===== config.mk =====
export PLATFORM = sky130hd
export DESIGN_NAME = pkcs7_unpad_checker_core
export DESIGN_NICKNAME = d
export VERILOG_FILES = /design/src/pk7u_pkg.sv /design/src/pk7u_window.sv /design/src/pkcs7_unpad_checker_core.sv
export SDC_FILE = /design/constraint.sdc
export NUM_CORES = 1
export LEC_CHECK = 0
export ABC_AREA = 1
export BUFFER_PORTS_ARGS = -buffer_cell sky130_fd_sc_hd__buf_2
export CAP_MARGIN = 20
export CORE_MARGIN = 2
export CORE_UTILIZATION = 45
export CTS_CLUSTER_SIZE = 28
export DETAILED_ROUTE_END_ITERATION = 8
export GPL_TIMING_DRIVEN = 0
export SLEW_MARGIN = 5
export SYNTH_ARGS = -nofsm -noshare
export SYNTH_HDL_FRONTEND = slang
export SYNTH_SLANG_ARGS = --single-unit
export TNS_END_PERCENT = 1

===== constraint.sdc =====
create_clock -name aclk -period 14.4 [get_ports aclk]
set_input_delay 0.72 -clock aclk [delete_from_list [all_inputs] [get_ports aclk]]
set_output_delay 0.72 -clock aclk [all_outputs]
set_load 0.03 [all_outputs]

===== src/pk7u_pkg.sv =====
// ----------------------------------------------------------------------------
// pk7u_pkg
// Shared types and constants for the streaming padding checker.
// ----------------------------------------------------------------------------
package pk7u_pkg;

    localparam int BLK_W     = 6;   // block_bytes register width
    localparam int CAP_W     = 32;  // out_capacity register width
    localparam int CFG_IDX_W = 1;   // register index width

    localparam logic [CFG_IDX_W-1:0] CFG_BLOCK_BYTES  = 1'd0;
    localparam logic [CFG_IDX_W-1:0] CFG_OUT_CAPACITY = 1'd1;

    localparam logic [1:0] STAT_OK        = 2'd0;
    localparam logic [1:0] STAT_BAD_PAD   = 2'd1;
    localparam logic [1:0] STAT_TOO_SMALL = 2'd2;

    localparam logic [BLK_W-1:0] BLK_RESET = 6'd16;

    typedef struct packed {
        logic [7:0] in_byte;
        logic       in_last;
    } in_t;

    typedef struct packed {
        logic [7:0]  out_byte;
        logic        is_data;
        logic [1:0]  status;
        logic [31:0] out_length;
        logic        out_last;
    } out_t;

    // Operations on the byte window
    typedef struct packed {
        logic push;   // write at tail, count up
        logic pop;    // advance head, count down
        logic rd_en;  // registered read at head + offset
        logic clear;  // drop all held bytes
    } win_ctrl_t;

    typedef enum logic [3:0] {
        FS_IDLE,
        FS_DRAIN,
        FS_PRE,
        FS_CMP,
        FS_EVAL,
        FS_EMIT,
        FS_READ,
        FS_OUT,
        FS_STATUS
    } fsm_t;

endpackage


===== src/pk7u_window.sv =====
// ----------------------------------------------------------------------------
// pk7u_window
// Circular byte window held in a synchronous memory with a registered read port.
// ----------------------------------------------------------------------------
module pk7u_window #(
    parameter int MAX_BLOCK = 32
) (
    input  logic                             aclk,
    input  logic                             aresetn,
    input  pk7u_pkg::win_ctrl_t              ctrl,
    input  logic [7:0]                       wr_byte,
    input  logic [$clog2(MAX_BLOCK+1)-1:0]   rd_off,
    output logic [$clog2(MAX_BLOCK+1)-1:0]   count,
    output logic [7:0]                       rd_data
);
    import pk7u_pkg::*;

    localparam int CW = $clog2(MAX_BLOCK + 1);
    localparam int AW = (MAX_BLOCK > 1) ? $clog2(MAX_BLOCK) : 1;
    localparam int SW = CW + 1;

    logic [7:0]    mem [MAX_BLOCK];
    logic [7:0]    rd_data_reg;
    logic [AW-1:0] head_reg, head_next;
    logic [CW-1:0] count_reg, count_next;
    logic [AW-1:0] wr_addr, rd_addr;

    // head + offset, folded back into the ring
    function automatic logic [AW-1:0] wrap_add(logic [AW-1:0] base, logic [CW-1:0] off);
        logic [SW-1:0] s;
        s = SW'(base) + SW'(off);
        if (s >= SW'(MAX_BLOCK)) begin
            s = s - SW'(MAX_BLOCK);
        end
        return s[AW-1:0];
    endfunction

    assign wr_addr = wrap_add(head_reg, count_reg);
    assign rd_addr = wrap_add(head_reg, rd_off);

    always_comb begin
        head_next  = head_reg;
        count_next = count_reg;
        if (ctrl.clear) begin
            count_next = '0;
        end else if (ctrl.push) begin
            count_next = count_reg + CW'(1);
        end else if (ctrl.pop) begin
            head_next  = wrap_add(head_reg, CW'(1));
            count_next = count_reg - CW'(1);
        end
    end

    always_ff @(posedge aclk) begin
        if (!aresetn) begin
            head_reg  <= '0;
            count_reg <= '0;
        end else begin
            head_reg  <= head_next;
            count_reg <= count_next;
        end
    end

    always_ff @(posedge aclk) begin
        if (ctrl.push) begin
            mem[wr_addr] <= wr_byte;
        end
        if (ctrl.rd_en) begin
            rd_data_reg <= mem[rd_addr];
        end
    end

    assign count   = count_reg;
    assign rd_data = rd_data_reg;

endmodule


===== src/pkcs7_unpad_checker_core.sv =====
// ----------------------------------------------------------------------------
// pkcs7_unpad_checker_core
// Streaming padding checker: passes data bytes on and closes each message
// with one status transaction, carrying the unpadded length when the padding checks out.
// ----------------------------------------------------------------------------
//  channel | ports                      | carries
//  --------+----------------------------+-------------------------------------
//  input   | s_valid s_ready s_data     | in_byte, in_last
//  result  | m_valid m_ready m_data     | out_byte is_data status length last
//  config  | cfg_we cfg_addr cfg_wdata  | block_bytes (0), out_capacity (1)
//
//  A byte that is not last is accepted, then passes the drain check; each
//  byte it pushes out of the window adds a memory read, a present step and
//  another drain check. A clean last byte passes accept, drain check, pad
//  pre-check, one compare step per held pad byte, evaluate and emit check;
//  each byte released (window surplus or payload) adds a read and a present
//  step, and the status closes the message; a failed check jumps straight
//  to the status. The window has a single, registered memory read port.
//  Reset is synchronous, active low; the window memory itself is not cleared.
//  A stalled result holds the FSM in the presenting or status state only
//  when the output register is still full.
// ----------------------------------------------------------------------------
module pkcs7_unpad_checker_core #(
    parameter int MAX_BLOCK = 32
) (
    input  logic                               aclk,
    input  logic                               aresetn,
    input  logic                               s_valid,
    output logic                               s_ready,
    input  pk7u_pkg::in_t                      s_data,
    output logic                               m_valid,
    input  logic                               m_ready,
    output pk7u_pkg::out_t                     m_data,
    input  logic                               cfg_we,
    input  logic [pk7u_pkg::CFG_IDX_W-1:0]     cfg_addr,
    input  logic [pk7u_pkg::CAP_W-1:0]         cfg_wdata
);
    import pk7u_pkg::*;

    localparam int CW = $clog2(MAX_BLOCK + 1);
    localparam int AW = (MAX_BLOCK > 1) ? $clog2(MAX_BLOCK) : 1;

    // Configuration
    logic [BLK_W-1:0] blk_reg;
    logic [CAP_W-1:0] cap_reg;

    // Control state
    fsm_t             state_reg, state_next;
    logic [AW-1:0]    phase_reg, phase_next;
    logic [31:0]      total_reg, total_next;
    logic             m_valid_reg, m_valid_next;

    // Per-message working registers
    logic [7:0]       byte_reg, byte_next;
    logic             last_reg, last_next;
    logic             ovf_reg, ovf_next;
    logic             phz_reg, phz_next;
    logic             emode_reg, emode_next;
    logic [CW-1:0]    chk_reg, chk_next;
    logic [CW-1:0]    left_reg, left_next;
    logic [1:0]       st_reg, st_next;
    logic [31:0]      len_reg, len_next;
    out_t             m_data_reg, m_data_next;

    // Window
    win_ctrl_t        win_ctrl;
    logic [CW-1:0]    rd_off;
    logic [CW-1:0]    win_count;
    logic [7:0]       win_rd_data;

    // Derived values
    logic [CW-1:0]    eff_b;
    logic [CW-1:0]    ph_plus;
    logic [AW-1:0]    ph_new;
    logic [8:0]       chk_wide;
    logic [CW-1:0]    chk_start;
    logic             bad_pre;
    logic [31:0]      unpadded;
    logic             out_free;

    pk7u_window #(
        .MAX_BLOCK (MAX_BLOCK)
    ) u_window (
        .aclk    (aclk),
        .aresetn (aresetn),
        .ctrl    (win_ctrl),
        .wr_byte (byte_next),
        .rd_off  (rd_off),
        .count   (win_count),
        .rd_data (win_rd_data)
    );

    // Block size zero acts as one; anything above the window acts as the window
    always_comb begin
        if (blk_reg == '0) begin
            eff_b = CW'(1);
        end else if (int'(blk_reg) > MAX_BLOCK) begin
            eff_b = CW'(MAX_BLOCK);
        end else begin
            eff_b = CW'(blk_reg);
        end
    end

    // Message length modulo block size, wrapping on the current size
    assign ph_plus = CW'(phase_reg) + CW'(1);
    assign ph_new  = (ph_plus >= eff_b) ? '0 : ph_plus[AW-1:0];

    // First pad byte offset from the head, once the window has drained
    assign chk_wide  = 9'(win_count) + 9'd1 - {1'b0, byte_reg};
    assign chk_start = chk_wide[CW-1:0];

    assign bad_pre = !phz_reg || (byte_reg == 8'd0)
                     || ({1'b0, byte_reg} > 9'(eff_b))
                     || ({1'b0, byte_reg} > 9'(win_count) + 9'd1);

    assign unpadded = total_reg - 32'(byte_reg);
    assign out_free = !m_valid_reg || m_ready;

    always_comb begin
        state_next   = state_reg;
        phase_next   = phase_reg;
        total_next   = total_reg;
        byte_next    = byte_reg;
        last_next    = last_reg;
        ovf_next     = ovf_reg;
        phz_next     = phz_reg;
        emode_next   = emode_reg;
        chk_next     = chk_reg;
        left_next    = left_reg;
        st_next      = st_reg;
        len_next     = len_reg;
        m_valid_next = m_valid_reg && !m_ready;
        m_data_next  = m_data_reg;
        win_ctrl     = '0;
        rd_off       = '0;

        case (state_reg)
            FS_IDLE: begin
                if (s_valid) begin
                    byte_next = s_data.in_byte;
                    last_next = s_data.in_last;
                    ovf_next  = (total_reg == '1);
                    if (total_reg != '1) begin
                        total_next = total_reg + 32'd1;
                    end
                    if (!s_data.in_last) begin
                        phase_next    = ph_new;
                        win_ctrl.push = 1'b1;
                    end else begin
                        phz_next = (ph_new == '0);
                    end
                    state_next = FS_DRAIN;
                end
            end

            // Release bytes that can no longer fall in the final block.
            // The push landed an edge earlier, so the read sees it.
            FS_DRAIN: begin
                if (win_count >= eff_b) begin
                    win_ctrl.rd_en = 1'b1;
                    emode_next     = 1'b0;
                    state_next     = FS_READ;
                end else if (!last_reg) begin
                    state_next = FS_IDLE;
                end else if (ovf_reg) begin
                    st_next    = STAT_TOO_SMALL;
                    len_next   = '1;
                    state_next = FS_STATUS;
                end else begin
                    state_next = FS_PRE;
                end
            end

            FS_PRE: begin
                if (bad_pre) begin
                    st_next    = STAT_BAD_PAD;
                    len_next   = '0;
                    state_next = FS_STATUS;
                end else if (chk_start == win_count) begin
                    state_next = FS_EVAL;
                end else begin
                    win_ctrl.rd_en = 1'b1;
                    rd_off         = chk_start;
                    chk_next       = chk_start + CW'(1);
                    state_next     = FS_CMP;
                end
            end

            // Compare one held pad byte per cycle, reads issued back to back
            FS_CMP: begin
                if (win_rd_data != byte_reg) begin
                    st_next    = STAT_BAD_PAD;
                    len_next   = '0;
                    state_next = FS_STATUS;
                end else if (chk_reg == win_count) begin
                    state_next = FS_EVAL;
                end else begin
                    win_ctrl.rd_en = 1'b1;
                    rd_off         = chk_reg;
                    chk_next       = chk_reg + CW'(1);
                end
            end

            FS_EVAL: begin
                len_next = unpadded;
                if (unpadded > cap_reg) begin
                    st_next    = STAT_TOO_SMALL;
                    state_next = FS_STATUS;
                end else begin
                    st_next    = STAT_OK;
                    left_next  = chk_start;
                    state_next = FS_EMIT;
                end
            end

            FS_EMIT: begin
                if (left_reg != '0) begin
                    win_ctrl.rd_en = 1'b1;
                    emode_next     = 1'b1;
                    state_next     = FS_READ;
                end else begin
                    state_next = FS_STATUS;
                end
            end

            FS_READ: begin
                state_next = FS_OUT;
            end

            FS_OUT: begin
                if (out_free) begin
                    m_valid_next            = 1'b1;
                    m_data_next.out_byte    = win_rd_data;
                    m_data_next.is_data     = 1'b1;
                    m_data_next.status      = STAT_OK;
                    m_data_next.out_length  = '0;
                    m_data_next.out_last    = 1'b0;
                    win_ctrl.pop            = 1'b1;
                    if (emode_reg) begin
                        left_next  = left_reg - CW'(1);
                        state_next = FS_EMIT;
                    end else begin
                        state_next = FS_DRAIN;
                    end
                end
            end

            // Close the message: drop anything still held, restart counts
            FS_STATUS: begin
                if (out_free) begin
                    m_valid_next            = 1'b1;
                    m_data_next.out_byte    = 8'd0;
                    m_data_next.is_data     = 1'b0;
                    m_data_next.status      = st_reg;
                    m_data_next.out_length  = len_reg;
                    m_data_next.out_last    = 1'b1;
                    win_ctrl.clear          = 1'b1;
                    phase_next              = '0;
                    total_next              = '0;
                    state_next              = FS_IDLE;
                end
            end

            default: begin
                state_next = FS_IDLE;
            end
        endcase
    end

    // Control registers and configuration
    always_ff @(posedge aclk) begin
        if (!aresetn) begin
            state_reg   <= FS_IDLE;
            phase_reg   <= '0;
            total_reg   <= '0;
            m_valid_reg <= 1'b0;
            blk_reg     <= BLK_RESET;
            cap_reg     <= '1;
        end else begin
            state_reg   <= state_next;
            phase_reg   <= phase_next;
            total_reg   <= total_next;
            m_valid_reg <= m_valid_next;
            if (cfg_we) begin
                case (cfg_addr)
                    CFG_BLOCK_BYTES:  blk_reg <= cfg_wdata[BLK_W-1:0];
                    CFG_OUT_CAPACITY: cap_reg <= cfg_wdata;
                    default: begin
                    end
                endcase
            end
        end
    end

    // Payload and working registers
    always_ff @(posedge aclk) begin
        byte_reg   <= byte_next;
        last_reg   <= last_next;
        ovf_reg    <= ovf_next;
        phz_reg    <= phz_next;
        emode_reg  <= emode_next;
        chk_reg    <= chk_next;
        left_reg   <= left_next;
        st_reg     <= st_next;
        len_reg    <= len_next;
        m_data_reg <= m_data_next;
    end

    assign s_ready = (state_reg == FS_IDLE);
    assign m_valid = m_valid_reg;
    assign m_data  = m_data_reg;

endmodule


# ---- After elaboration in Yosys (flattened, before gate mapping)
# Memory sizes are Yosys's and may differ from the RTL's. A register that Yosys moved wholly into a read port is not among the register bits.
# Index checks and enable logic that the tools add are counted.
dict set report word_totals {
  input_bits 47
  output_inout_bits 46
  wordCells 201
  mem_count 1
  mem_bits_rw 256
  ff_bits 193
}
# memory words word_bits read_ports rd_ports_with_merged_regs write_ports line_no
set mem_list {}
lappend mem_list {u_window.mem 32 8 1 1 1 pk7u_window.sv:22} ;# logic [7:0] mem [MAX_BLOCK];
dict set report classes {
  eq_ne 32
  muxes 82
  add_sub_neg 16
  n_reduce_logical 35
  n_lt_le_gt_ge 9
  bitwise 4
}
# cell count
set op_table {}
lappend op_table {{2-to-1 mux 32 bit} 8}
lappend op_table {{one-hot mux 32 bit (4 select lines)} 1}
lappend op_table {{2-to-1 mux 6 bit} 15}
lappend op_table {{2-to-1 mux 44 bit} 2}
lappend op_table {{one-hot mux 44 bit (2 select lines)} 1}
lappend op_table {{one-hot mux 32 bit (2 select lines)} 1}
lappend op_table {{2-to-1 mux 4 bit} 11}
lappend op_table {{one-hot mux 4 bit (9 select lines)} 1}
lappend op_table {{one-hot mux 6 bit (2 select lines)} 3}
lappend op_table {{2-to-1 mux 5 bit} 7}
lappend op_table {{inequality test 2 bit, second input constant} 17}
lappend op_table {{adder 32 x 1 -> 32 bit, second input constant} 1}
lappend op_table {{== test 32 bit, second input constant} 1}
lappend op_table {{greater-than comparator 32 bit} 1}
lappend op_table {{inequality test 32 bit, second input constant} 1}
lappend op_table {{subtractor 32 x 8 -> 32 bit} 1}
lappend op_table {{adder 6 x 1 -> 6 bit, second input constant} 3}
lappend op_table {{2-to-1 mux 1 bit} 18}
lappend op_table {{== test 4 x 3 -> 1 bit, second input constant} 4}
lappend op_table {{2-to-1 mux 8 bit} 2}
lappend op_table {{AND reduction 4 bit} 4}
lappend op_table {{subtractor 5 x 1 -> 5 bit, second input constant} 3}
lappend op_table {{adder 5 x 6 -> 7 bit} 2}
lappend op_table {{greater-or-equal comparator 7 x 6 -> 1 bit, second input constant} 2}
lappend op_table {{38 further kinds} 68}

# ---- Longest topological paths before layout
dict set report logic_depth {
  depth_word 11
  mapped_depth 31
  mapped_depth_nobuf 27
}

# ---- Hierarchy
# Synthesis repeated with hierarchy kept, for this count alone.
dict set report unflattened {
  cells_unflattened 2649
  hier_area_um2 23342.4
}
# mod cells_each seq_area_each_um2 n_inst area_each_um2
set modules_own_cells {}
lappend modules_own_cells {pk7u_window 1161 8147.8 1 12149.2}
lappend modules_own_cells {pkcs7_unpad_checker_core 1488 4584.4 1 11193.2}

# ---- Least setup slack after synthesis
# No wires, ideal clock.
dict set report synth_timing {
  kind {reg2reg}
  from {register u_window.count_reg[1], in the netlist u_window.count[1]}
  to {register len_reg[0] (enable)}
  t_arrival_ns 5.165
  stages_incl_launch_ff 14
  n_path_buf 0
  slack_ns 8.725
  synth_period_minus_slack_ns 5.675
  required_time_ns 13.890
  setup_time_ns 0.510
  path_cell_list {dfxtp_1 -> ha_1 -> nand3_1 -> xor2_1 -> inv_1 -> ha_1 -> nand3_1 -> nor2_1 -> nand2_1 -> nand2_1 -> nand2_1 -> nand3_1 -> nor2_2 -> nor4_1}
}
dict set report synth_between {
  elab_chain_cells 5
  elab_cells_between_ends 7
  classes_between {add/sub (1); order compare (2); eq/ne (2); reduce/logical (2)}
}
# item line_no
set synth_rtl {}
lappend synth_rtl {{from (decl)} pk7u_window.sv:25} ;# logic [CW-1:0] count_reg, count_next;
lappend synth_rtl {{from (signal assigned)} pk7u_window.sv:60} ;# count_reg <= count_next;
lappend synth_rtl {{adder 6 x 1 -> 7 bit} pkcs7_unpad_checker_core.sv:114} ;# || ({1'b0, byte_reg} > 9'(win_count) + 9'd1);
lappend synth_rtl {{greater-than comparator 8 x 7 -> 1 bit} pkcs7_unpad_checker_core.sv:114}
lappend synth_rtl {{logical OR 1 bit} pkcs7_unpad_checker_core.sv:114}
lappend synth_rtl {{inequality test 2 bit (no line)} -}
lappend synth_rtl {{AND reduction 6 bit (no line) (*)} -}
lappend synth_rtl {{to (signal assigned)} pkcs7_unpad_checker_core.sv:305} ;# len_reg <= len_next;
lappend synth_rtl {{to (decl)} pkcs7_unpad_checker_core.sv:62} ;# logic [31:0] len_reg, len_next;
# Every way passes the cells marked *; elsewhere a longest branch is shown, timed or not.
# A chain may end at the register's enable or synchronous reset.

# ---- Worst setup path after layout
dict set report layout_timing {
  from {register u_window.count_reg[0], in the netlist u_window.count[0]}
  to {register u_window.rd_data_reg[2], in the netlist u_window.rd_data[2] (read register of u_window.mem) (data pin)}
}
dict set report layout_between {
  elab_chain_cells 9
  elab_cells_between_ends 22
  classes_between {add/sub (4); order compare (3); eq/ne (2); mux (12); reduce/logical (1)}
}
# item line_no
set layout_rtl {}
lappend layout_rtl {{adder 6 x 1 -> 7 bit} pkcs7_unpad_checker_core.sv:114}
lappend layout_rtl {{subtractor 6 bit} pkcs7_unpad_checker_core.sv:109} ;# assign chk_wide = 9'(win_count) + 9'd1 - {1'b0, byte_reg};
lappend layout_rtl {{== test 6 bit} pkcs7_unpad_checker_core.sv:179} ;# end else if (chk_start == win_count) begin
lappend layout_rtl {{2-to-1 mux 6 bit} pkcs7_unpad_checker_core.sv:179}
lappend layout_rtl {{2-to-1 mux 6 bit} pkcs7_unpad_checker_core.sv:175} ;# if (bad_pre) begin
lappend layout_rtl {{one-hot mux 6 bit (2 select lines)} pkcs7_unpad_checker_core.sv:137} ;# case (state_reg)
lappend layout_rtl {{adder 5 x 6 -> 7 bit} pk7u_window.sv:31} ;# s = SW'(base) + SW'(off);
lappend layout_rtl {{greater-or-equal comparator 7 x 6 -> 1 bit or subtractor 5 x 1 -> 5 bit (tied branches)} {pk7u_window.sv:32, pk7u_window.sv:33}}
lappend layout_rtl {{2-to-1 mux 5 bit} pk7u_window.sv:32} ;# if (s >= SW'(MAX_BLOCK)) begin
lappend layout_rtl {{to (decl)} pk7u_window.sv:23} ;# logic [7:0] rd_data_reg;
# Parallel ways exist; a longest one is shown, timed or not.

==> results.sh <==
export IMPL_power_switching_uw=1640
export IMPL_dieArea_mm2=0.0526
export IMPL_fin_crit_sh=0.424
export IMPL_syn_nets=2587
export IMPL_n_fill_cell=4621
export IMPL_cpPeakStageDelay_ns=0.69
export IMPL_slew_headroom=0.326
export IMPL_tightest_slew_ns=1.01
export IMPL_drtIter0Drc=1458
export IMPL_status="finished clean"
export IMPL_synth_area_top_cells="edfxtp_1 47%, dfxtp_1 8.7%, nand2_1 7.7%"
export IMPL_io_pin_count=93
export IMPL_root_buffer="clkbuf_16"
export IMPL_critPathArrivalTime_ns=6.60
export IMPL_clock_power_share=0.294
export IMPL_clkLatencyLatePin_ns=0.62
export IMPL_post_cts_buffers=0
export IMPL_cts_buffer_depth=3
export IMPL_htree_levels=2
export IMPL_drv_cap=0
export IMPL_fin_tns_setup_ns=0
export IMPL_cp_max_fo=10
export IMPL_gp_congestion=0.967
export IMPL_avgRoutedWirePerCell_um=19.5
export IMPL_grt_first_pass_wirelength_um=100000
export IMPL_dpl_hpwl_um=48300
export IMPL_final_cell_mix="465 x nand2_1, 411 x nor2_1, 358 x edfxtp_1"
export IMPL_cts_tree="yes"
export IMPL_p_int_uw=2980
export IMPL_ys_seq_area_frac=0.557
export IMPL_p_comb_frac=0.316
export IMPL_yosysWarnings=0
export IMPL_synth_cell_type_count=53
export IMPL_cts_buffers=52
export IMPL_pwr_density_cell_mw_per_mm2=176
export IMPL_multi_input_comb_area_mm2=0.00871
export IMPL_vias=17900
export IMPL_synth_cells=2447
export IMPL_synth_edff_count=358
export IMPL_initial_utilization=0.456
export IMPL_seq_area_mm2=0.0127
export IMPL_firstDrtPassIters=6
export IMPL_seqPwrFrac=0.390
export IMPL_synthArstFlopShare=0
export IMPL_finClkSkew_ns=0.0228
export IMPL_cp_start_kind="register"
export IMPL_cts_num_sinks=457
export IMPL_core_mm2=0.0502
export IMPL_hold_ws_ns=0.336
export IMPL_yosysTopAreaCell="edfxtp_1"
export IMPL_crit_top_cell="nand2_1"
export IMPL_hold_path_class="in2reg"
export IMPL_drc_errors=0
export IMPL_synth_seq_cells=457
export IMPL_clkSlewWorstSetupHoldPaths_ns=0.06
export IMPL_totalPowerFinal_uw=4610
export IMPL_overflow=0
export IMPL_stdcell_count=3322
export IMPL_largest_register_ffs=256
export IMPL_rsz0062_at_grt="no"
export IMPL_cts_resized=0
export IMPL_die_h_um=229
export IMPL_end_kind="register"
export IMPL_drive_gt1_frac=0.111
export IMPL_holdBufCountCts=0
export IMPL_timing_final_crit_period_ns=6.11
export IMPL_synth_top_flop_cell="edfxtp_1"
export IMPL_finalHoldViolations=0
export IMPL_via_per_inst=5.40
export IMPL_grt_start_max_net_pins=38
export IMPL_synth_top_area_share=0.470
export IMPL_ant_nets=0
export IMPL_final_common_cell="nand2_1"
export IMPL_die_width_um=229
export IMPL_worst_endpoint_required_ns=14.89
export IMPL_area_growth_pct=14.8
export IMPL_wl_um=64700
export IMPL_antennaDiodeCount=0
export IMPL_max_freq_mhz=164
export IMPL_num_rows=82
export IMPL_grt_antenna_before_repair=1
export IMPL_dp_cells=3223
export IMPL_final_nets=2746
export IMPL_cp_slowest_cell="dfxtp_1"
export IMPL_swShare=0.355
export IMPL_portBuffers=92
export IMPL_setup_viol=0
export IMPL_critical_path_class="reg2reg"
export IMPL_p_leak_uw=0.0107
export IMPL_slew_viol_final=0
export IMPL_syn_area_mm2=0.0229
export IMPL_gr_usage_all_layers=0.246
export IMPL_syn_area_per_cell_um2=9.34
export IMPL_grt_pass1_vias=17700
export IMPL_irDropWorstVdd_mv=0.120
==> routing by layer <==
layer | wire length [um] | part of all wire | track usage
met2 | 31400 | 0.49 | 0.424
met3 | 3660 | 0.057 | 0.0299
met5 | 0 | 0 | 0
met1 | 27100 | 0.42 | 0.315
met4 | 2470 | 0.038 | 0.0990
==> final cells by class <==
class                   instances  share of cell area
inverters                     278              0.0398
clock inverters                31              0.0133
flip-flops and latches        457               0.485
well taps                     672              0.0320
clock buffers                  67              0.0537
multi-input cells            1609               0.332
repair buffers                105              0.0265
plain buffers                 103              0.0178
==> power by group through the flow <==
| stage | registers (uW) | logic (uW) | clock network, uW |
|---|---|---|---|
| detailed placement | 1830 | 1440 | 0 |
| CTS | 1800 | 1450 | 1380 |
| floorplan | 1850 | 863 | 0 |
| global route | 1810 | 1620 | 1430 |
| global placement | 1870 | 1300 | 0 |
| finish | 1800 | 1460 | 1360 |
==> critical path, delay by kind of cell, from the launching register on <==
kind	cells	cell delay [ns]
AO/OA/AOI/OAI	4	0.94
XOR/XNOR	1	0.47
adder cells (fa/ha/maj)	3	0.96
buffers and inverters	5	1.27
flip-flops	1	0.69
AND/OR/NAND/NOR	15	1.65
==> cell families after synthesis <==
kind of cell,count (synthesis),share of synthesized area
XOR/XNOR,66,0.0253
multiplexers,16,0.00788
AO/OA/AOI/OAI,360,0.0958
AND/OR/NAND/NOR,1074,0.195
buffers and inverters,381,0.0662
adder cells (fa/ha/maj),93,0.0525
flip-flops,457,0.557
==> synthesized netlist by cell type, types with 10 or more instances <==
cell      count
nand2_1     466
nor2_1      411
edfxtp_1    358
inv_1       265
o21ai_0     135
dfxtp_1      99
ha_1         88
a21oi_1      84
nand3_1      79
o32ai_1      64
clkbuf_1     55
xor2_1       48
nand4_1      38
buf_2        34
o211ai_1     32
nor3_1       31
o21ai_1      21
xnor2_1      18
mux2_2       16
inv_2        10
==> worst paths after layout <==
kind                     start                  end  slack [ns]  cells past startpoint
min              cfg_wdata[21]          cap_reg[21]        0.34                      3
max          u_window.count[0]  u_window.rd_data[2]        8.29                     28
max reg2reg  u_window.count[0]  u_window.rd_data[2]        8.29                     28
min reg2reg       phase_reg[4]         phase_reg[4]        0.47                      2
==> through the flow <==
step | util | worst slack (ns) | area, um^2
after floorplan | - | 8.72 | 22900
after global placement | 0.482 | 6.75 | 24200
after detailed placement | 0.488 | 8.42 | 24500
after CTS | 0.523 | 8.44 | 26200
after global routing | 0.523 | 7.90 | 26300
final | 0.523 | 8.29 | 26300
Note: power is estimated with default switching activity, not from simulation.
